File: src/design/sha_pkg.sv
// Shared types, constants and round tables for the SHA-256 hasher.
`timescale 1ns / 1ps
`default_nettype none
package sha_pkg;

    // Depth of the word queue between byte packer and compression core.
    localparam int unsigned QUEUE_DEPTH = 4;

    // One 32-bit message word on its way to the core.
    typedef struct packed {
        logic [31:0] word;
        logic        fin;   // last word of the final block of a message
        logic        err;   // length overflowed: no word, report an error
    } q_entry_t;

    function automatic logic [31:0] init_word(input logic [2:0] idx);
        logic [31:0] r;
        unique case (idx)
            3'd0: r = 32'h6A09E667;
            3'd1: r = 32'hBB67AE85;
            3'd2: r = 32'h3C6EF372;
            3'd3: r = 32'hA54FF53A;
            3'd4: r = 32'h510E527F;
            3'd5: r = 32'h9B05688C;
            3'd6: r = 32'h1F83D9AB;
            3'd7: r = 32'h5BE0CD19;
            default: r = 32'h0;
        endcase
        return r;
    endfunction

    function automatic logic [31:0] round_k(input logic [5:0] idx);
        logic [31:0] r;
        unique case (idx)
            6'd0:  r = 32'h428a2f98;  6'd1:  r = 32'h71374491;
            6'd2:  r = 32'hb5c0fbcf;  6'd3:  r = 32'he9b5dba5;
            6'd4:  r = 32'h3956c25b;  6'd5:  r = 32'h59f111f1;
            6'd6:  r = 32'h923f82a4;  6'd7:  r = 32'hab1c5ed5;
            6'd8:  r = 32'hd807aa98;  6'd9:  r = 32'h12835b01;
            6'd10: r = 32'h243185be;  6'd11: r = 32'h550c7dc3;
            6'd12: r = 32'h72be5d74;  6'd13: r = 32'h80deb1fe;
            6'd14: r = 32'h9bdc06a7;  6'd15: r = 32'hc19bf174;
            6'd16: r = 32'he49b69c1;  6'd17: r = 32'hefbe4786;
            6'd18: r = 32'h0fc19dc6;  6'd19: r = 32'h240ca1cc;
            6'd20: r = 32'h2de92c6f;  6'd21: r = 32'h4a7484aa;
            6'd22: r = 32'h5cb0a9dc;  6'd23: r = 32'h76f988da;
            6'd24: r = 32'h983e5152;  6'd25: r = 32'ha831c66d;
            6'd26: r = 32'hb00327c8;  6'd27: r = 32'hbf597fc7;
            6'd28: r = 32'hc6e00bf3;  6'd29: r = 32'hd5a79147;
            6'd30: r = 32'h06ca6351;  6'd31: r = 32'h14292967;
            6'd32: r = 32'h27b70a85;  6'd33: r = 32'h2e1b2138;
            6'd34: r = 32'h4d2c6dfc;  6'd35: r = 32'h53380d13;
            6'd36: r = 32'h650a7354;  6'd37: r = 32'h766a0abb;
            6'd38: r = 32'h81c2c92e;  6'd39: r = 32'h92722c85;
            6'd40: r = 32'ha2bfe8a1;  6'd41: r = 32'ha81a664b;
            6'd42: r = 32'hc24b8b70;  6'd43: r = 32'hc76c51a3;
            6'd44: r = 32'hd192e819;  6'd45: r = 32'hd6990624;
            6'd46: r = 32'hf40e3585;  6'd47: r = 32'h106aa070;
            6'd48: r = 32'h19a4c116;  6'd49: r = 32'h1e376c08;
            6'd50: r = 32'h2748774c;  6'd51: r = 32'h34b0bcb5;
            6'd52: r = 32'h391c0cb3;  6'd53: r = 32'h4ed8aa4a;
            6'd54: r = 32'h5b9cca4f;  6'd55: r = 32'h682e6ff3;
            6'd56: r = 32'h748f82ee;  6'd57: r = 32'h78a5636f;
            6'd58: r = 32'h84c87814;  6'd59: r = 32'h8cc70208;
            6'd60: r = 32'h90befffa;  6'd61: r = 32'ha4506ceb;
            6'd62: r = 32'hbef9a3f7;  6'd63: r = 32'hc67178f2;
            default: r = 32'h0;
        endcase
        return r;
    endfunction

endpackage
`default_nettype wire

File: src/design/sha_fifo.sv
// Small word queue between the byte packer and the compression core.
`timescale 1ns / 1ps
`default_nettype none
module sha_fifo #(
    parameter int unsigned DEPTH = sha_pkg::QUEUE_DEPTH
) (
    input  wire logic              aclk,
    input  wire logic              aresetn,
    input  wire logic              push,
    input  sha_pkg::q_entry_t      din,
    output logic                   full,
    input  wire logic              pop,
    output sha_pkg::q_entry_t      dout,
    output logic                   not_empty
);
    localparam int unsigned AW = (DEPTH > 1) ? $clog2(DEPTH) : 1;
    localparam logic [AW-1:0] LAST_PTR = AW'(DEPTH - 1);

    sha_pkg::q_entry_t  mem_reg [DEPTH];
    logic [AW-1:0]      wr_ptr_reg, wr_ptr_next;
    logic [AW-1:0]      rd_ptr_reg, rd_ptr_next;
    logic [AW:0]        count_reg, count_next;

    assign full      = (count_reg == (AW+1)'(DEPTH));
    assign not_empty = (count_reg != '0);
    assign dout      = mem_reg[rd_ptr_reg];

    always_comb begin
        wr_ptr_next = wr_ptr_reg;
        rd_ptr_next = rd_ptr_reg;
        count_next  = count_reg;
        if (push) begin
            wr_ptr_next = (wr_ptr_reg == LAST_PTR) ? '0 : wr_ptr_reg + 1'b1;
        end
        if (pop) begin
            rd_ptr_next = (rd_ptr_reg == LAST_PTR) ? '0 : rd_ptr_reg + 1'b1;
        end
        if (push && !pop) begin
            count_next = count_reg + 1'b1;
        end else if (pop && !push) begin
            count_next = count_reg - 1'b1;
        end
    end

    always_ff @(posedge aclk) begin
        if (!aresetn) begin
            wr_ptr_reg <= '0;
            rd_ptr_reg <= '0;
            count_reg  <= '0;
        end else begin
            wr_ptr_reg <= wr_ptr_next;
            rd_ptr_reg <= rd_ptr_next;
            count_reg  <= count_next;
        end
    end

    always_ff @(posedge aclk) begin
        if (push) begin
            mem_reg[wr_ptr_reg] <= din;
        end
    end
endmodule
`default_nettype wire

File: src/design/sha_front.sv
// Byte packer: length count, overflow detection, padding and word assembly.
`timescale 1ns / 1ps
`default_nettype none
module sha_front (
    input  wire logic          aclk,
    input  wire logic          aresetn,
    input  wire logic          s_valid,
    output logic               s_ready,
    input  wire logic          s_kind,
    input  wire logic [7:0]    s_data_byte,
    output logic               q_push,
    output sha_pkg::q_entry_t  q_data,
    input  wire logic          q_full
);
    localparam logic [1:0] PH_IDLE = 2'd0;
    localparam logic [1:0] PH_MARK = 2'd1;
    localparam logic [1:0] PH_ZERO = 2'd2;
    localparam logic [1:0] PH_LEN  = 2'd3;
    localparam logic       KIND_BYTE = 1'b0;
    localparam logic [5:0] LEN_POS  = 6'd56;
    localparam logic [7:0] PAD_MARK = 8'h80;

    logic [1:0]  phase_reg, phase_next;
    logic [5:0]  fill_reg, fill_next;
    logic [63:0] len_reg, len_next;
    logic        ovf_reg, ovf_next;
    logic [23:0] word_reg, word_next;

    logic        byte_go;
    logic [7:0]  byte_val;
    logic        byte_fin;
    logic [64:0] len_sum;
    logic [63:0] len_sh;
    logic [5:0]  fill_inc;

    assign s_ready  = (phase_reg == PH_IDLE) && !q_full;
    assign len_sum  = {1'b0, len_reg} + 65'd8;
    assign len_sh   = len_reg >> {3'd7 - fill_reg[2:0], 3'b000};
    assign fill_inc = fill_reg + 6'd1;

    always_comb begin
        phase_next = phase_reg;
        fill_next  = fill_reg;
        len_next   = len_reg;
        ovf_next   = ovf_reg;
        word_next  = word_reg;
        byte_go    = 1'b0;
        byte_val   = 8'h00;
        byte_fin   = 1'b0;
        q_push     = 1'b0;
        q_data     = '{word: 32'h0, fin: 1'b0, err: 1'b0};

        unique case (phase_reg)
            PH_IDLE: begin
                if (s_valid && s_ready) begin
                    if (s_kind == KIND_BYTE) begin
                        if (!ovf_reg) begin
                            len_next = len_sum[63:0];
                            if (len_sum[64]) begin
                                // block can never complete: drop the byte
                                ovf_next = 1'b1;
                            end else begin
                                byte_go  = 1'b1;
                                byte_val = s_data_byte;
                            end
                        end
                    end else if (ovf_reg) begin
                        q_push     = 1'b1;
                        q_data.err = 1'b1;
                        fill_next  = '0;
                        len_next   = '0;
                        ovf_next   = 1'b0;
                    end else begin
                        phase_next = PH_MARK;
                    end
                end
            end
            PH_MARK: begin
                if (!q_full) begin
                    byte_go    = 1'b1;
                    byte_val   = PAD_MARK;
                    phase_next = (fill_inc == LEN_POS) ? PH_LEN : PH_ZERO;
                end
            end
            PH_ZERO: begin
                if (!q_full) begin
                    byte_go = 1'b1;
                    if (fill_inc == LEN_POS) begin
                        phase_next = PH_LEN;
                    end
                end
            end
            PH_LEN: begin
                if (!q_full) begin
                    byte_go  = 1'b1;
                    byte_val = len_sh[7:0];
                    if (fill_reg == 6'd63) begin
                        byte_fin   = 1'b1;
                        phase_next = PH_IDLE;
                    end
                end
            end
            default: phase_next = PH_IDLE;
        endcase

        if (byte_go) begin
            word_next = {word_reg[15:0], byte_val};
            fill_next = fill_inc;
            if (fill_reg[1:0] == 2'd3) begin
                q_push      = 1'b1;
                q_data.word = {word_reg, byte_val};
                q_data.fin  = byte_fin;
            end
            if (byte_fin) begin
                len_next = '0;
            end
        end
    end

    always_ff @(posedge aclk) begin
        if (!aresetn) begin
            phase_reg <= PH_IDLE;
            fill_reg  <= '0;
            len_reg   <= '0;
            ovf_reg   <= 1'b0;
        end else begin
            phase_reg <= phase_next;
            fill_reg  <= fill_next;
            len_reg   <= len_next;
            ovf_reg   <= ovf_next;
        end
    end

    always_ff @(posedge aclk) begin
        word_reg <= word_next;
    end
endmodule
`default_nettype wire

File: src/design/sha_core.sv
// Compression core: one round per cycle while message words are available, chaining update and digest output.
`timescale 1ns / 1ps
`default_nettype none
module sha_core (
    input  wire logic          aclk,
    input  wire logic          aresetn,
    input  wire logic          q_valid,
    input  sha_pkg::q_entry_t  q_data,
    output logic               q_pop,
    output logic               m_valid,
    input  wire logic          m_ready,
    output logic               m_status,
    output logic [2:0]         m_word_index,
    output logic [31:0]        m_digest_word,
    output logic               m_last
);
    localparam logic [1:0] ST_RUN = 2'd0;
    localparam logic [1:0] ST_UPD = 2'd1;
    localparam logic [1:0] ST_DIG = 2'd2;
    localparam logic [1:0] ST_ERR = 2'd3;

    function automatic logic [31:0] rotr(input logic [31:0] x, input int unsigned n);
        return (x >> n) | (x << (32 - n));
    endfunction

    logic [1:0]  state_reg, state_next;
    logic [6:0]  t_reg, t_next;
    logic [2:0]  idx_reg, idx_next;
    logic        fin_reg, fin_next;
    logic [31:0] v_reg [8];
    logic [31:0] v_next [8];
    logic [31:0] h_reg [8];
    logic [31:0] h_next [8];
    logic [31:0] win_reg [16];
    logic [31:0] win_next [16];

    logic        out_free;
    logic        load_out;
    logic        out_status, out_last;
    logic [2:0]  out_idx;
    logic [31:0] out_word;

    logic        step;
    logic [31:0] wt, ws0, ws1, wsch;
    logic [31:0] big0, big1, ch, maj, t1, t2;

    assign out_free = !m_valid || m_ready;

    // message schedule from the 16-word window
    assign ws0  = rotr(win_reg[1], 7) ^ rotr(win_reg[1], 18) ^ (win_reg[1] >> 3);
    assign ws1  = rotr(win_reg[14], 17) ^ rotr(win_reg[14], 19) ^ (win_reg[14] >> 10);
    assign wsch = ws1 + win_reg[9] + ws0 + win_reg[0];
    assign wt   = (t_reg[6:4] == 3'd0) ? q_data.word : wsch;

    assign big1 = rotr(v_reg[4], 6) ^ rotr(v_reg[4], 11) ^ rotr(v_reg[4], 25);
    assign ch   = (v_reg[4] & v_reg[5]) ^ (~v_reg[4] & v_reg[6]);
    assign t1   = v_reg[7] + big1 + ch + sha_pkg::round_k(t_reg[5:0]) + wt;
    assign big0 = rotr(v_reg[0], 2) ^ rotr(v_reg[0], 13) ^ rotr(v_reg[0], 22);
    assign maj  = (v_reg[0] & v_reg[1]) ^ (v_reg[0] & v_reg[2]) ^ (v_reg[1] & v_reg[2]);
    assign t2   = big0 + maj;

    always_comb begin
        state_next = state_reg;
        t_next     = t_reg;
        idx_next   = idx_reg;
        fin_next   = fin_reg;
        v_next     = v_reg;
        h_next     = h_reg;
        win_next   = win_reg;
        q_pop      = 1'b0;
        step       = 1'b0;
        load_out   = 1'b0;
        out_status = 1'b0;
        out_idx    = idx_reg;
        out_word   = h_reg[idx_reg];
        out_last   = 1'b0;

        unique case (state_reg)
            ST_RUN: begin
                if (t_reg[6]) begin
                    state_next = ST_UPD;
                end else if (t_reg[5:4] != 2'd0) begin
                    step = 1'b1;
                end else if (q_valid) begin
                    q_pop = 1'b1;
                    if (q_data.err) begin
                        state_next = ST_ERR;
                    end else begin
                        step = 1'b1;
                        if (t_reg[3:0] == 4'd15) begin
                            fin_next = q_data.fin;
                        end
                    end
                end
            end
            ST_UPD: begin
                for (int i = 0; i < 8; i++) begin
                    h_next[i] = h_reg[i] + v_reg[i];
                    v_next[i] = h_reg[i] + v_reg[i];
                end
                t_next     = '0;
                idx_next   = '0;
                state_next = fin_reg ? ST_DIG : ST_RUN;
            end
            ST_DIG: begin
                if (out_free) begin
                    load_out = 1'b1;
                    out_last = (idx_reg == 3'd7);
                    idx_next = idx_reg + 3'd1;
                    if (idx_reg == 3'd7) begin
                        for (int i = 0; i < 8; i++) begin
                            h_next[i] = sha_pkg::init_word(3'(i));
                            v_next[i] = sha_pkg::init_word(3'(i));
                        end
                        fin_next   = 1'b0;
                        state_next = ST_RUN;
                    end
                end
            end
            ST_ERR: begin
                if (out_free) begin
                    load_out   = 1'b1;
                    out_status = 1'b1;
                    out_idx    = 3'd0;
                    out_word   = 32'h0;
                    out_last   = 1'b1;
                    for (int i = 0; i < 8; i++) begin
                        h_next[i] = sha_pkg::init_word(3'(i));
                        v_next[i] = sha_pkg::init_word(3'(i));
                    end
                    t_next     = '0;
                    fin_next   = 1'b0;
                    state_next = ST_RUN;
                end
            end
            default: state_next = ST_RUN;
        endcase

        if (step) begin
            for (int i = 0; i < 15; i++) begin
                win_next[i] = win_reg[i+1];
            end
            win_next[15] = wt;
            v_next[7] = v_reg[6];
            v_next[6] = v_reg[5];
            v_next[5] = v_reg[4];
            v_next[4] = v_reg[3] + t1;
            v_next[3] = v_reg[2];
            v_next[2] = v_reg[1];
            v_next[1] = v_reg[0];
            v_next[0] = t1 + t2;
            t_next    = t_reg + 7'd1;
        end
    end

    always_ff @(posedge aclk) begin
        if (!aresetn) begin
            state_reg <= ST_RUN;
            t_reg     <= '0;
            idx_reg   <= '0;
            fin_reg   <= 1'b0;
            m_valid   <= 1'b0;
            for (int i = 0; i < 8; i++) begin
                v_reg[i] <= sha_pkg::init_word(3'(i));
                h_reg[i] <= sha_pkg::init_word(3'(i));
            end
        end else begin
            state_reg <= state_next;
            t_reg     <= t_next;
            idx_reg   <= idx_next;
            fin_reg   <= fin_next;
            v_reg     <= v_next;
            h_reg     <= h_next;
            if (load_out) begin
                m_valid <= 1'b1;
            end else if (m_ready) begin
                m_valid <= 1'b0;
            end
        end
    end

    always_ff @(posedge aclk) begin
        win_reg <= win_next;
        if (load_out) begin
            m_status      <= out_status;
            m_word_index  <= out_idx;
            m_digest_word <= out_word;
            m_last        <= out_last;
        end
    end
endmodule
`default_nettype wire

File: src/design/sha256_message_hasher.sv
// SHA-256 message hasher top level: byte packer, word queue, compression core.
//
// Message bytes are taken one per cycle while the word queue has room and
// no padding is under way; a finish item starts the padding, which the
// packer generates one byte per cycle while the queue has room (9 to 72
// bytes), then the core returns eight digest words, index 0 first, last set
// on index 7. The core runs one round per clock, the first 16 rounds
// waiting for words from the queue; each 64-byte block takes 64 rounds, a
// turnaround state and the chaining add. The queue lets the packer take new
// bytes while the core works on a block, and the input stalls while the
// queue is full. If the 64-bit bit count overflows, later bytes are
// dropped and the finish item returns one result with status 1 and last 1.
// After every finish the hasher starts afresh with the initial hash values.
`timescale 1ns / 1ps
`default_nettype none
module sha256_message_hasher #(
    parameter int unsigned QUEUE_DEPTH = sha_pkg::QUEUE_DEPTH
) (
    input  wire logic         aclk,
    input  wire logic         aresetn,
    input  wire logic         s_valid,
    output logic              s_ready,
    input  wire logic         s_kind,
    input  wire logic [7:0]   s_data_byte,
    output logic              m_valid,
    input  wire logic         m_ready,
    output logic              m_status,
    output logic [2:0]        m_word_index,
    output logic [31:0]       m_digest_word,
    output logic              m_last
);
    sha_pkg::q_entry_t push_data, head_data;
    logic              push, pop, full, not_empty;

    sha_front u_front (
        .aclk        (aclk),
        .aresetn     (aresetn),
        .s_valid     (s_valid),
        .s_ready     (s_ready),
        .s_kind      (s_kind),
        .s_data_byte (s_data_byte),
        .q_push      (push),
        .q_data      (push_data),
        .q_full      (full)
    );

    sha_fifo #(
        .DEPTH (QUEUE_DEPTH)
    ) u_queue (
        .aclk      (aclk),
        .aresetn   (aresetn),
        .push      (push),
        .din       (push_data),
        .full      (full),
        .pop       (pop),
        .dout      (head_data),
        .not_empty (not_empty)
    );

    sha_core u_core (
        .aclk          (aclk),
        .aresetn       (aresetn),
        .q_valid       (not_empty),
        .q_data        (head_data),
        .q_pop         (pop),
        .m_valid       (m_valid),
        .m_ready       (m_ready),
        .m_status      (m_status),
        .m_word_index  (m_word_index),
        .m_digest_word (m_digest_word),
        .m_last        (m_last)
    );
endmodule
`default_nettype wire

File: config.mk
export PLATFORM = sky130hd
export DESIGN_NAME = sha256_message_hasher
export DESIGN_NICKNAME = d
export VERILOG_FILES = /design/src/design/sha_pkg.sv /design/src/design/sha_fifo.sv /design/src/design/sha_front.sv /design/src/design/sha_core.sv /design/src/design/sha256_message_hasher.sv
export SDC_FILE = /design/constraint.sdc
export NUM_CORES = 2
export LEC_CHECK = 0
export ABC_CLOCK_PERIOD_IN_PS = 38000
export BUFFER_PORTS_ARGS = -buffer_cell sky130_fd_sc_hd__buf_2
export CELL_PAD_IN_SITES_DETAIL_PLACEMENT = 1
export CELL_PAD_IN_SITES_GLOBAL_PLACEMENT = 1
export CORE_MARGIN = 4
export CORE_UTILIZATION = 56
export CTS_BUF_LIST = sky130_fd_sc_hd__clkbuf_4 sky130_fd_sc_hd__clkbuf_8 sky130_fd_sc_hd__clkbuf_16
export DETAILED_ROUTE_END_ITERATION = 10
export GPL_TIMING_DRIVEN = 0
export PLACE_DENSITY_LB_ADDON = 0.1
export SETUP_SLACK_MARGIN = 0.02
export SYNTH_ARGS = -nofsm -noshare
export SYNTH_HDL_FRONTEND = slang
export SYNTH_SLANG_ARGS = --single-unit
File: constraint.sdc
create_clock -name aclk -period 38 [get_ports aclk]
set_input_delay 7.6 -clock aclk [delete_from_list [all_inputs] [get_ports aclk]]
set_output_delay 7.6 -clock aclk [all_outputs]
set_load 0.01 [all_outputs]
==> flow_metrics.tcl, run 1 <==
set metrics [dict create \
    hpwl_um 288000 \
    grt_pass1_vias 84100 \
    seq_area_frac_synth 0.442 \
    cts-root-buf "clkbuf_16" \
    dieWidth_um 379 \
    synth_cell_types 109 \
    num_rows 136 \
    synth_top_cell_area_share 0.276 \
    io_pins 52 \
    grt_usage 0.691 \
    status "did not finish" \
    tool.error "[ERROR GRT-0116] Global routing finished with congestion. Check the congestion regions in the DRC Viewer." \
    lastStage "global routing (5_1_grt)" \
    yosys.area.top_type "edfxtp_1" \
    grt_pass1_wl_um 693000 \
    synthesis.area_mm2 0.0772 \
    ctsResizeCount 0 \
    cts_sinks 1349 \
    synth.net_count 8264 \
    gp_routability_congestion 1.09 \
    cts-htree-levels 4 \
    synth_seq_cells 1349 \
    async_flop_share 0 \
    grt_max_degree 51 \
    port-buffer-count 50 \
    grt_remaining_overflow 21 \
    avgSynthCellArea_um2 10.1 \
    cts_buffers 147 \
    initial_core_util 0.562 \
    ys.flop_type "edfxtp_1" \
    ys_warn_count 0 \
    hold_buffers 0 \
    dieHeight_um 379 \
    cts_buffer_depth 3 \
    netlist_instances 7650 \
    synth_area_leaders "edfxtp_1, dfxtp_1, ha_1" \
    synth-edff-count 709 \
    post_cts_buffers 0 \
]
-- Yosys cell counts, drive strengths merged, types with 19 or more instances --
| cell type | number |
|---|---|
| nand2 | 784 |
| edfxtp | 709 |
| dfxtp | 640 |
| a21oi | 568 |
| nor2 | 464 |
| o21ai | 456 |
| xnor2 | 411 |
| inv | 410 |
| ha | 405 |
| clkbuf | 334 |
| nand3 | 297 |
| a21o | 223 |
| fa | 196 |
| xor2 | 177 |
| mux4 | 114 |
| a31oi | 108 |
| nor3 | 108 |
| and3 | 103 |
| nand4 | 94 |
| o21a | 88 |
| buf | 84 |
| a211oi | 73 |
| o21bai | 54 |
| o211ai | 53 |
| nand2b | 52 |
| mux2i | 50 |
| a221oi | 43 |
| o22a | 36 |
| and2 | 35 |
| nor2b | 35 |
| o22ai | 34 |
| or3 | 31 |
| a211o | 26 |
| a221o | 24 |
| a22oi | 23 |
| o221ai | 23 |
| o31ai | 22 |
| or2 | 22 |
| a21boi | 19 |
| o2111ai | 19 |
-- cells by family after synthesis --
kind of cell	after synthesis	share of synthesized area
compound gates	2030	0.170
buf+inv	830	0.0411
fa+ha+maj	605	0.117
flops	1349	0.442
simple gates	2074	0.123
mux	172	0.0409
xor+xnor	590	0.0673
-- layer usage --
metal	overflow	global-route usage
met1	1	0.735
met2	8	0.816
met3	2	0.565
met4	10	0.582
met5	0	0.396
-- metrics by stage --
stage | hold WS [ps] | cells | setup slack (ps) | utilization | cell area (um2)
after detailed placement | 405 | 9514 | 24940 | 0.584 | 80200
after floorplan | 400 | 7650 | 20800 | - | 77200
after CTS | 380 | 9782 | 24900 | 0.622 | 85400
after global placement | 400 | 9494 | 14030 | 0.581 | 79700
==> run 2: changes to the inputs <==
==> config.mk (replaced) <==
export PLATFORM = sky130hd
export DESIGN_NAME = sha256_message_hasher
export DESIGN_NICKNAME = d
export VERILOG_FILES = /design/src/design/sha_pkg.sv /design/src/design/sha_fifo.sv /design/src/design/sha_front.sv /design/src/design/sha_core.sv /design/src/design/sha256_message_hasher.sv
export SDC_FILE = /design/constraint.sdc
export NUM_CORES = 2
export LEC_CHECK = 0
export ABC_CLOCK_PERIOD_IN_PS = 38000
export BUFFER_PORTS_ARGS = -buffer_cell sky130_fd_sc_hd__buf_2
export CORE_MARGIN = 4
export CORE_UTILIZATION = 40
export DETAILED_ROUTE_END_ITERATION = 10
export GPL_TIMING_DRIVEN = 0
export PLACE_DENSITY_LB_ADDON = 0.15
export SYNTH_ARGS = -nofsm -noshare
export SYNTH_HDL_FRONTEND = slang
export SYNTH_SLANG_ARGS = --single-unit
==> run 2 against run 1 <==
The flow now finishes, with violations (capacitance limit, slew limit). Synthesized cell count stayed put. Area after synthesis did not move.
==> flow_metrics.tcl, run 2 <==
set metrics [dict create \
    status "finished, violations left" \
    violations "capacitance limit, slew limit" \
    synth_area_leaders "edfxtp_1, dfxtp_1, ha_1" \
    critical_path_arrival_ps 13460 \
    synth_top_cell_area_share 0.276 \
    routed_wl_um 355000 \
    areaGrowthSynthToFinish_pct 12.0 \
    post_cts_buffers 0 \
    cts-htree-levels 4 \
    synth_cell_types 109 \
    yosys.area.top_type "edfxtp_1" \
    start_kind "input pin" \
    critPathRequiredTime_ps 38580 \
    synthesis.area_mm2 0.0772 \
    yosysMostFrequentCell "nand2_1" \
    critPathCaptureType "flop" \
    final_layout_size_suffix_gt1_frac 0.0698 \
    seq_area_frac_synth 0.442 \
    antenna_found_initial 30 \
    layout_commonest_cell "nand2_1" \
    synth.cells.most_frequent "nand2_1, edfxtp_1, dfxtp_1" \
    hold_slack_ps 411 \
    fin_cells 10500 \
    fin_skew_ps 63.2 \
    cp_cell_sequence "buf_2 -> nand2b_1 -> o21ai_1 -> and3_1 -> o21ai_2 -> inv_2 -> clkbuf_1 -> ha_1 -> clkbuf_1 -> nand2_1 -> o21ai_1 -> a221oi_1 -> a21oi_1" \
    grt_usage 0.347 \
    drv_cap 20 \
    coreArea_mm2 0.192 \
    synth_seq_cells 1349 \
    synth-edff-count 709 \
    ys_warn_count 0 \
    timing.rr.end "u_core.v_reg[255]$_SDFFE_PN0P_" \
    mostFrequentLayoutCells "nand2_1, edfxtp_1, dfxtp_1" \
    drv_slew 192 \
    slew_headroom -0.134 \
    dp.cells 10300 \
    synth_top_family_by_area "compound AO/OA/AOI/OAI gates" \
    cts_tree "built" \
    gp_routability_congestion 1.04 \
    cts.reportedPaths.clkPinSlew_ps 60 \
    max_stage_delay_ps 1160 \
    dr.pass1.iters 9 \
    async_flop_share 0 \
    vias 65900 \
    synth-simple-area-share 0.123 \
    grt_max_degree 46 \
    ctsResizeCount 0 \
    worstHoldStart "u_core.win_reg[145]$_DFFE_PP_" \
    drtIter0Drc 9615 \
    synth_compound_area_frac 0.170 \
    fin_crit_ps 12870 \
    rrSetupSlack_ps 25790 \
    drc 0 \
    viasPerCell 6.25 \
    worstSkewPairLatency_ps 850 \
    setup_viol 0 \
    cts-root-buf "clkbuf_16" \
    avgSynthCellArea_um2 10.1 \
    grt_pass1_wl_um 485000 \
    reg2regPathDepth 41 \
    cts_sinks 1349 \
    worst-setup-path-type "input pin to flop" \
    worst_slew_pin_slew_ps 1700 \
    largest_reg_flops 512 \
    hpwl_um 272000 \
    cp_max_fo 14 \
    tns_ps 0 \
    hold_depth 0 \
    synth_xor_area_frac 0.0673 \
    num_rows 161 \
    cts_buffers 155 \
    worstReg2RegStart "u_core.win_reg[50]$_DFFE_PP_" \
    dieHeight_um 447 \
    netlist_instances 7650 \
    dieWidth_um 447 \
    antenna_left 0 \
    port-buffer-count 50 \
    synth.net_count 8264 \
    slowest_stage "a21oi_1" \
    fmax_mhz 77.7 \
    ys.flop_type "edfxtp_1" \
    rsz0062_at_grt "no" \
    initial_core_util 0.402 \
    nets 8498 \
    min_path_type "flop to flop" \
    synthAdderAreaFrac 0.117 \
    cts_buffer_depth 3 \
    grt_remaining_overflow 0 \
    wl_per_cell_um 33.6 \
    hold_buffers 0 \
    timing.final.crit_share 0.339 \
    io_pins 52 \
    die_area_mm2 0.200 \
    hold_viol_final 0 \
    synth.area.mux_share 0.0409 \
    whs_endpoint "u_core.win_reg[177]$_DFFE_PP_" \
    grt_pass1_vias 61300 \
]
-- run 2: worst max-delay path by stage --
stage,endpoint,from,depth (start not counted)
finish,flop,m_ready,13
global route,flop,m_ready,13
CTS,flop,m_ready,13
detailed placement,flop,m_ready,13
global placement,u_core.v_reg[246]$_SDFFE_PN0P_,u_core.t_reg[6]$_SDFFE_PN0P_,7
floorplan,u_core.v_reg[248]$_SDFFE_PN0P_,flop,9
-- run 2: metal layers --
layer,vias up,share of wire,track usage
li1,28200,-,-
met1,32900,0.44,0.501
met5,-,0.000042,0
met3,850,0.11,0.0998
met4,2,0.056,0.161
met2,3964,0.39,0.474
-- run 2: kinds of logic (layout without fill, tap and decap cells) --
| family | after synthesis | count (layout) |
|---|---|---|
| mux | 172 | 172 |
| other cells | 0 | 9 |
| flops | 1349 | 1349 |
| buf+inv | 830 | 1190 |
| xor+xnor | 590 | 590 |
| simple gates | 2074 | 2074 |
| compound gates | 2030 | 2030 |
| fa+ha+maj | 605 | 605 |
-- run 2: layout make-up --
| type | instances | area, um2 |
|---|---|---|
| Multi-Input combinational cell | 5471 | 40000 |
| Tap cell | 2526 | 3160 |
| Antenna cell | 9 | 22.5 |
| Inverter | 412 | 1550 |
| Clock buffer | 204 | 4240 |
| Clock inverter | 79 | 1020 |
| Timing Repair Buffer | 77 | 762 |
| Sequential cell | 1349 | 34100 |
| Buffer | 418 | 1670 |
| Fill cell | 18500 | 106000 |
-- run 2: metrics by stage --
stage / cell area, um2 / setup WS, ps / util
after detailed placement: 81200 / 24440 / 0.422
after CTS: 86400 / 25290 / 0.450
after floorplan: 77200 / 20800 / -
after global routing: 86500 / 25210 / 0.450
after global placement: 80600 / 12470 / 0.420
final: 86500 / 25130 / 0.450
-- run 2: critical path, delay by kind of cell --
kind / cells / cell delay [ps]
AOI/OAI and AO/OA: 5 / 2800
adders and majority gates: 1 / 280
and+or+nand+nor: 3 / 1000
buffers and inverters: 4 / 1710
Power of run 2 is not shown: default switching activity piles up to over one toggle a cycle in this logic, so the estimate is an artifact.
